===== config.mk =====
export PLATFORM = sky130hd
export DESIGN_NAME = ble_adv_report_parser_core
export DESIGN_NICKNAME = d
export VERILOG_FILES = /design/src/design/bleap_pkg.sv /design/src/design/bleap_in_stage.sv /design/src/design/bleap_step.sv /design/src/design/ble_adv_report_parser_core.sv
export SDC_FILE = /design/constraint.sdc
export NUM_CORES = 1
export LEC_CHECK = 0
export BUFFER_PORTS_ARGS = -buffer_cell sky130_fd_sc_hd__buf_4
export CELL_PAD_IN_SITES_DETAIL_PLACEMENT = 1
export CELL_PAD_IN_SITES_GLOBAL_PLACEMENT = 1
export CORE_MARGIN = 1.5
export CORE_UTILIZATION = 35
export DETAILED_ROUTE_END_ITERATION = 10
export PLACE_DENSITY = 0.63
export SLEW_MARGIN = 20
export SYNTH_ARGS = -nofsm -noshare
export SYNTH_HDL_FRONTEND = slang
export SYNTH_SLANG_ARGS = --single-unit

===== constraint.sdc =====
create_clock -name clk -period 5.1 [get_ports clk]
set_input_delay 0.255 -clock clk [delete_from_list [all_inputs] [get_ports clk]]
set_output_delay 0.255 -clock clk [all_outputs]
set_load 0.01 [all_outputs]

===== src/design/bleap_pkg.sv =====
package bleap_pkg;

	// Parser phases
	localparam logic [3:0] PH_WAIT     = 4'd0;
	localparam logic [3:0] PH_ADVTYPE  = 4'd1;
	localparam logic [3:0] PH_ADDRTYPE = 4'd2;
	localparam logic [3:0] PH_ADDR     = 4'd3;
	localparam logic [3:0] PH_DATALEN  = 4'd4;
	localparam logic [3:0] PH_ADLEN    = 4'd5;
	localparam logic [3:0] PH_ADTYPE   = 4'd6;
	localparam logic [3:0] PH_PAYLOAD  = 4'd7;
	localparam logic [3:0] PH_RSSI     = 4'd8;

	// Field kinds on the result channel
	localparam logic [3:0] KIND_COUNT    = 4'd0;
	localparam logic [3:0] KIND_ADVTYPE  = 4'd1;
	localparam logic [3:0] KIND_ADDRTYPE = 4'd2;
	localparam logic [3:0] KIND_ADDR     = 4'd3;
	localparam logic [3:0] KIND_DATALEN  = 4'd4;
	localparam logic [3:0] KIND_ADLEN    = 4'd5;
	localparam logic [3:0] KIND_ADTYPE   = 4'd6;
	localparam logic [3:0] KIND_PAYLOAD  = 4'd7;
	localparam logic [3:0] KIND_TXPOWER  = 4'd8;
	localparam logic [3:0] KIND_NAMECHAR = 4'd9;
	localparam logic [3:0] KIND_RSSI     = 4'd10;

	// Error codes
	localparam logic [1:0] ERR_NONE       = 2'd0;
	localparam logic [1:0] ERR_COUNT      = 2'd1;
	localparam logic [1:0] ERR_ZERO_ADLEN = 2'd2;
	localparam logic [1:0] ERR_AD_OVERRUN = 2'd3;

	// AD types and limits
	localparam logic [7:0] AD_TYPE_TXPOWER   = 8'h0a;
	localparam logic [7:0] AD_TYPE_NAME      = 8'h09;
	localparam logic [6:0] AD_INDEX_MAX      = 7'd127;
	localparam logic [2:0] ADDR_LAST         = 3'd5;
	localparam logic [7:0] MAX_REPORTS_RESET = 8'h19;

	typedef struct packed {
		logic [3:0] phase;
		logic [7:0] reports_left;
		logic [7:0] report_number;
		logic [2:0] addr_count;
		logic [7:0] data_left;
		logic [7:0] ad_left;
		logic [7:0] ad_type;
		logic [6:0] ad_number;
		logic [7:0] pay_off;
	} parse_state_t;

	typedef struct packed {
		logic       has_result;
		logic [3:0] kind;
		logic [7:0] value;
		logic [7:0] rep;
		logic [6:0] adi;
		logic [7:0] off;
		logic       done;
		logic [1:0] err;
	} parse_result_t;

endpackage


===== src/design/bleap_in_stage.sv =====
module bleap_in_stage (
	input  logic       clk,
	input  logic       arst_n,
	input  logic       in_valid,
	output logic       in_ready,
	input  logic [7:0] data_byte,
	input  logic       first_byte,
	input  logic       advance,
	output logic       vld_s1,
	output logic [7:0] data_s1,
	output logic       first_s1
);
	// The stage takes a new byte whenever it is empty or drains this cycle.
	assign in_ready = !vld_s1 || advance;

	// Valid flag of the input register.
	always_ff @(posedge clk or negedge arst_n) begin
		if (!arst_n) begin
			vld_s1 <= 1'b0;
		end else if (in_ready) begin
			vld_s1 <= in_valid;
		end
	end

	// Payload of the input register.
	always_ff @(posedge clk) begin
		if (in_valid && in_ready) begin
			data_s1  <= data_byte;
			first_s1 <= first_byte;
		end
	end
endmodule


===== src/design/bleap_step.sv =====
module bleap_step (
	input  bleap_pkg::parse_state_t  st,
	input  logic [7:0]               data,
	input  logic                     first,
	input  logic [7:0]               max_reports,
	output bleap_pkg::parse_state_t  st_next,
	output bleap_pkg::parse_result_t res
);
	import bleap_pkg::*;

	logic [7:0] dl_dec;
	logic [7:0] al_dec;
	logic [7:0] al_new;
	logic [6:0] adn_inc;

	assign dl_dec  = st.data_left - 8'd1;
	assign al_dec  = st.ad_left - 8'd1;
	assign adn_inc = (st.ad_number < AD_INDEX_MAX) ? st.ad_number + 7'd1 : st.ad_number;

	// Length of an AD entry, cut to the data bytes left after its length byte.
	assign al_new = (data > dl_dec) ? dl_dec : data;

	// One parsing step for the byte in the input register.
	always_comb begin
		st_next        = st;
		res.has_result = 1'b1;
		res.kind       = KIND_COUNT;
		res.value      = data;
		res.rep        = st.report_number;
		res.adi        = 7'd0;
		res.off        = 8'd0;
		res.done       = 1'b0;
		res.err        = ERR_NONE;

		if (first) begin
			// A count byte always opens a new event.
			res.rep              = 8'd0;
			st_next.reports_left  = data;
			st_next.report_number = 8'd0;
			if (data == 8'd0 || data > max_reports) begin
				res.err = ERR_COUNT;
			end
			if (data == 8'd0) begin
				res.done      = 1'b1;
				st_next.phase = PH_WAIT;
			end else begin
				st_next.phase = PH_ADVTYPE;
			end
		end else begin
			case (st.phase)
				PH_ADVTYPE: begin
					res.kind      = KIND_ADVTYPE;
					st_next.phase = PH_ADDRTYPE;
				end
				PH_ADDRTYPE: begin
					res.kind           = KIND_ADDRTYPE;
					st_next.addr_count = 3'd0;
					st_next.phase      = PH_ADDR;
				end
				PH_ADDR: begin
					res.kind = KIND_ADDR;
					res.off  = {5'd0, st.addr_count};
					if (st.addr_count >= ADDR_LAST) begin
						st_next.addr_count = 3'd0;
						st_next.phase      = PH_DATALEN;
					end else begin
						st_next.addr_count = st.addr_count + 3'd1;
					end
				end
				PH_DATALEN: begin
					res.kind          = KIND_DATALEN;
					st_next.data_left = data;
					st_next.ad_number = 7'd0;
					st_next.phase     = (data == 8'd0) ? PH_RSSI : PH_ADLEN;
				end
				PH_ADLEN: begin
					res.kind          = KIND_ADLEN;
					res.adi           = st.ad_number;
					st_next.data_left = dl_dec;
					if (data == 8'd0) begin
						res.err = ERR_ZERO_ADLEN;
					end else if (data > dl_dec) begin
						res.err = ERR_AD_OVERRUN;
					end
					st_next.ad_left = al_new;
					if (al_new == 8'd0) begin
						// Empty entry: move to the next entry or to the RSSI byte.
						if (dl_dec == 8'd0) begin
							st_next.phase = PH_RSSI;
						end else begin
							st_next.phase     = PH_ADLEN;
							st_next.ad_number = adn_inc;
						end
					end else begin
						st_next.phase = PH_ADTYPE;
					end
				end
				PH_ADTYPE: begin
					res.kind          = KIND_ADTYPE;
					res.adi           = st.ad_number;
					st_next.ad_type   = data;
					st_next.ad_left   = al_dec;
					st_next.data_left = dl_dec;
					st_next.pay_off   = 8'd0;
					if (al_dec == 8'd0) begin
						if (dl_dec == 8'd0) begin
							st_next.phase = PH_RSSI;
						end else begin
							st_next.phase     = PH_ADLEN;
							st_next.ad_number = adn_inc;
						end
					end else begin
						st_next.phase = PH_PAYLOAD;
					end
				end
				PH_PAYLOAD: begin
					if (st.ad_type == AD_TYPE_TXPOWER) begin
						res.kind = KIND_TXPOWER;
					end else if (st.ad_type == AD_TYPE_NAME) begin
						res.kind = KIND_NAMECHAR;
					end else begin
						res.kind = KIND_PAYLOAD;
					end
					res.adi           = st.ad_number;
					res.off           = st.pay_off;
					st_next.pay_off   = st.pay_off + 8'd1;
					st_next.ad_left   = al_dec;
					st_next.data_left = dl_dec;
					if (al_dec == 8'd0) begin
						if (dl_dec == 8'd0) begin
							st_next.phase = PH_RSSI;
						end else begin
							st_next.phase     = PH_ADLEN;
							st_next.ad_number = adn_inc;
						end
					end
				end
				PH_RSSI: begin
					res.kind              = KIND_RSSI;
					st_next.report_number = st.report_number + 8'd1;
					if (st.reports_left <= 8'd1) begin
						st_next.reports_left = 8'd0;
						res.done             = 1'b1;
						st_next.phase        = PH_WAIT;
					end else begin
						st_next.reports_left = st.reports_left - 8'd1;
						st_next.phase        = PH_ADVTYPE;
					end
				end
				default: begin
					// Stray byte outside an event: dropped without a result.
					res.has_result = 1'b0;
					st_next.phase  = PH_WAIT;
				end
			endcase
		end
	end
endmodule


===== src/design/ble_adv_report_parser_core.sv =====
// Channel  | Handshake            | Payload
// ---------+----------------------+-------------------------------------------
// input    | in_valid / in_ready  | data_byte, first_byte
// result   | out_valid / out_ready| field_kind, field_value, report_index,
//          |                      | ad_index, byte_offset, event_done, error_code
// config   | cfg_valid / cfg_ready| cfg_data (max_reports)
//
// One byte per cycle sustained while the result side does not stall; a byte's result
// passes the input register, then the result register, which offers it.
// The parse step is one pass of combinational logic between those registers.
// Reset clears the parser state and sets max_reports to 25; no clearing pass.
// A stall on the result side holds the result register and then the input
// register; the input side stalls only when both are full.
// A stray byte outside an event is consumed and gives no result.
module ble_adv_report_parser_core (
	input  logic       clk,
	input  logic       arst_n,
	input  logic       in_valid,
	output logic       in_ready,
	input  logic [7:0] data_byte,
	input  logic       first_byte,
	output logic       out_valid,
	input  logic       out_ready,
	output logic [3:0] field_kind,
	output logic [7:0] field_value,
	output logic [7:0] report_index,
	output logic [6:0] ad_index,
	output logic [7:0] byte_offset,
	output logic       event_done,
	output logic [1:0] error_code,
	input  logic       cfg_valid,
	output logic       cfg_ready,
	input  logic [7:0] cfg_data
);
	import bleap_pkg::*;

	logic          vld_s1;
	logic [7:0]    data_s1;
	logic          first_s1;
	logic          advance;
	logic [7:0]    max_reports_q;
	parse_state_t  st_q;
	parse_state_t  st_next;
	parse_result_t res;

	// The input register drains when the result register is free.
	assign advance = vld_s1 && (!out_valid || out_ready);

	bleap_in_stage u_in (
		.clk        (clk),
		.arst_n     (arst_n),
		.in_valid   (in_valid),
		.in_ready   (in_ready),
		.data_byte  (data_byte),
		.first_byte (first_byte),
		.advance    (advance),
		.vld_s1     (vld_s1),
		.data_s1    (data_s1),
		.first_s1   (first_s1)
	);

	bleap_step u_step (
		.st          (st_q),
		.data        (data_s1),
		.first       (first_s1),
		.max_reports (max_reports_q),
		.st_next     (st_next),
		.res         (res)
	);

	// Configuration register; a write transaction is always taken.
	assign cfg_ready = 1'b1;

	always_ff @(posedge clk or negedge arst_n) begin
		if (!arst_n) begin
			max_reports_q <= MAX_REPORTS_RESET;
		end else if (cfg_valid) begin
			max_reports_q <= cfg_data;
		end
	end

	// Parser state advances once per byte leaving the input register.
	always_ff @(posedge clk or negedge arst_n) begin
		if (!arst_n) begin
			st_q <= '0;
		end else if (advance) begin
			st_q <= st_next;
		end
	end

	// Result valid flag.
	always_ff @(posedge clk or negedge arst_n) begin
		if (!arst_n) begin
			out_valid <= 1'b0;
		end else if (advance) begin
			out_valid <= res.has_result;
		end else if (out_ready) begin
			out_valid <= 1'b0;
		end
	end

	// Result payload register.
	always_ff @(posedge clk) begin
		if (advance && res.has_result) begin
			field_kind   <= res.kind;
			field_value  <= res.value;
			report_index <= res.rep;
			ad_index     <= res.adi;
			byte_offset  <= res.off;
			event_done   <= res.done;
			error_code   <= res.err;
		end
	end
endmodule


==> impl_metrics.toml <==
[power]
peakVddDrop_mv = 0.247
p_per_area_nw_per_um2 = 489
power_leakage_nw = 3.24

[sta]
holdWs_ns = -0.00134
fin_tns_setup_ns = 0
hold_violations = 2
relSlewSlack_pct = 31.8
slew_viol_final = 0
rsz0062_at_grt = "false"
timing.fmax_ghz = 0.232
worst_pin_slew_ns = 1.02
layout_min_cycle_time_ns = 4.31
fin_skew_ns = 0.0108
period_share_pct = 84.5
setup_viol = 0

[synth]
syn_nets = 694
muxShareOfSynthArea_pct = 2.27
synth_edf_count = 47
synth_top_family_by_area = "simple AND/OR/NAND/NOR gates"
synth_adder_area_share_pct = 5.32
synth_warnings = 0
synth_area_sq_um = 6350
synth.largest_area_cell = "dfrtp_1"
synth_ff_type = "dfrtp_1"
synth.top_cells.by_area = "dfrtp_1, edfxtp_1, ha_1"
synth_compound_area_share_pct = 16.2
synth_xor_area_share_pct = 2.07
async_flop_share_pct = 60.5
yosysSeqAreaShare_pct = 50.7
avgSynthCellArea_sq_um = 9.84
yosysTopAreaCellShare_pct = 27.2
netlist_instances = 645
synthSimpleGateAreaFrac_pct = 20.2
synth_cell_types = 63
ys_ff_latch = 119

[route]
drt_first_pass_iters = 4
vias = 5168
first_iter_violations = 190
via_per_inst = 5.42
finalWirelength_um = 17400
ant_nets = 0
drc_errors = 0
post_drt_wl_per_cell_um = 18.2

[hold_path]
min_path_type = "input port to asynchronous set/reset pin"

[worst_setup_path]
reg2reg_depth = 11
worstPathArrival_ns = 4.66
cp_common_cell = "nor3_1"
crit_family = "simple AND/OR/NAND/NOR gates"
path_class = "register to register"
r2r-start = "st_q[33]"
worstSetupStartpointType = "register"
cpPeakStageDelay_ns = 0.73
rrSetupSlack_ns = 0.79
end_kind = "register"
crit_chain = "nor3_1, nand2_1, or3_1, xor2_1, ha_1, and4_1, o31ai_1, nor3_1, a221o_1, or4b_4, o21ai_1"
worstReg2RegEnd = "st_q[12]"
crit_buf_inv = 0
worst-path-max-fanout = 10
crit_slowest_cell = "o31ai_1"
cp.required_ns = 5.45

[finish]
drive_above_1_share_pct = 17.8
n_antenna_cell = 0
stdcell_count = 954
fin_nets = 761
synthToLayoutAreaGrowth_pct = 21.8

[floorplanning]
io_pins = 63
die-area_sq_um = 18900
initial_core_util_pct = 35.6
coreArea_sq_um = 17800
die_h_um = 138
row_count = 49
die_w_um = 138

[grt]
grt_use_total_pct = 19.6
grt_pass1_wl_um = 28100
antenna_found_initial = 0
grt_max_degree = 73
grt_overflow_total = 0
first_global_vias = 5392

[clocking]
cts_setup_buffers = 0
clock_sinks = 119
clk_path_buf_depth = 2
root_buffer = "clkbuf_16"
cts-buffers-inserted = 17
insertion_delay_ns = 0.43
h-tree-depth = 4
path_clk_slew_ns = 0.06
cts_tree = "yes"

[placement]
hpwl_um = 12100
port-buffer-count = 61
place_inst = 914
gp_congestion = 0.875

[run_status]
violations = "negative hold slack"
status = "finished, violations left"

[flow_run]
maxCapViolCount = 0
[worst max path at each step]
stage,startpoint,endpoint,slack [ns],cells past startpoint
global route,st_q[33],st_q[12],0.45,11
CTS,st_q[33],st_q[12],0.67,12
detailed placement,st_q[33],st_q[11],0.71,12
finish,st_q[33],st_q[12],0.79,11
global placement,st_q[33],st_q[12],0.92,12
floorplan,st_q[33],st_q[10],1.29,13
[area by class of cell]
class                           instances  area [sq um]
Clock buffer                           17           425
Fill cell                            2008         10100
Inverter                               24          90.1
Tap cell                              229           287
Sequential cell                       119          3220
Timing Repair Buffer                   75           603
Multi-Input combinational cell        475          2940
Clock inverter                         15           169
[layer usage]
layer / GRT usage (%) / up-vias / share of wire [%]
met4: 6.02 / 0 / 1.6
met5: 0 / - / 0
met2: 33.2 / 96 / 49
li1: - / 2481 / -
met1: 24.9 / 2567 / 46
met3: 4.12 / 24 / 3.3
[worst reg2reg max path, stage by stage, from the launching register on]
cell and delay [ns]:
dfrtp_1 0.47, nor3_1 0.35, nand2_1 0.18, or3_1 0.35, xor2_1 0.26, ha_1 0.30
and4_1 0.22, o31ai_1 0.73, nor3_1 0.14, a221o_1 0.50, or4b_4 0.58, o21ai_1 0.16
[what timing repair did]
action | 4_1_cts | 5_1_grt
hold buffers | 8 | 0
endpoints found under the hold margin | 8 | 0
setup endpoints to repair | 0 | 0
resized for setup | 0 | 0
[Yosys cell counts (6+ instances only)]
cell,n
a21oi_1,50
o31ai_1,10
or3_1,9
edfxtp_1,47
inv_1,24
nand2b_1,9
nor3_1,22
a21o_1,7
and3_1,13
nor4_1,10
o21ai_1,7
nor2_1,53
ha_1,27
xor2_1,10
nand3_1,9
a22o_1,6
o21ai_0,61
clkbuf_1,22
a211oi_1,8
mux2_2,11
nand4_1,9
dfrtp_1,69
nor2b_1,12
nand2_1,60
and2_1,14
[kinds of logic after synthesis]
logic type | count (synthesis)
AND/OR/NAND/NOR | 246
AO/OA/AOI/OAI | 173
flip-flops | 119
buffers and inverters | 51
adder cells (fa/ha/maj) | 27
XOR/XNOR | 15
multiplexers | 13
other | 1
[through the flow]
step / hold WS (ns) / power (mW) / area [sq um] / util [%] / setup slack, ns
floorplan: -0.0406 / 2.11 / 6350 / - / 1.29
global placement: 0.433 / 2.51 / 7020 / 39.4 / 0.918
detailed placement: 0.434 / 2.57 / 7050 / 39.5 / 0.713
CTS: 0.00253 / 3.81 / 7720 / 43.3 / 0.675
global route: 0.00436 / 4.01 / 7730 / 43.3 / 0.448
finish: -0.00134 / 3.78 / 7730 / 43.3 / 0.789
[sequential cells by signal, summed over array words and instances, names as in the netlist]
name           count
report_index       8
event_done         1
field_value        8
ad_index           7
st_q              62
max_reports_q      8
u_in.vld_s1        1
error_code         2
u_in.first_s1      1
field_kind         4
out_valid          1
u_in.data_s1       8
byte_offset        8
[cell usage in the layout (no fill, tap or decap), types with 9 or more instances in the layout]
| master | instances |
|---|---|
| xor2_1 | 10 |
| o21ai_0 | 61 |
| nand2_1 | 60 |
| dfrtp_1 | 69 |
| mux2_2 | 11 |
| nand4_1 | 9 |
| and2_1 | 14 |
| inv_1 | 24 |
| ha_1 | 27 |
| nor2_1 | 52 |
| nand3_1 | 9 |
| nor2b_1 | 12 |
| buf_4 | 66 |
| nor4_1 | 10 |
| edfxtp_1 | 47 |
| or3_1 | 9 |
| nor3_1 | 22 |
| and3_1 | 13 |
| a21oi_1 | 50 |
| clkbuf_16 | 17 |
| o31ai_1 | 10 |
| nand2b_1 | 9 |
[where the power goes]
group / total (mW) / internal (mW) / switching (mW)
Sequential: 1.41 / 1.22 / 0.193
Combinational: 1.15 / 0.467 / 0.680
Clock: 1.22 / 0.730 / 0.490
Note: power is estimated with default switching activity, not from simulation.
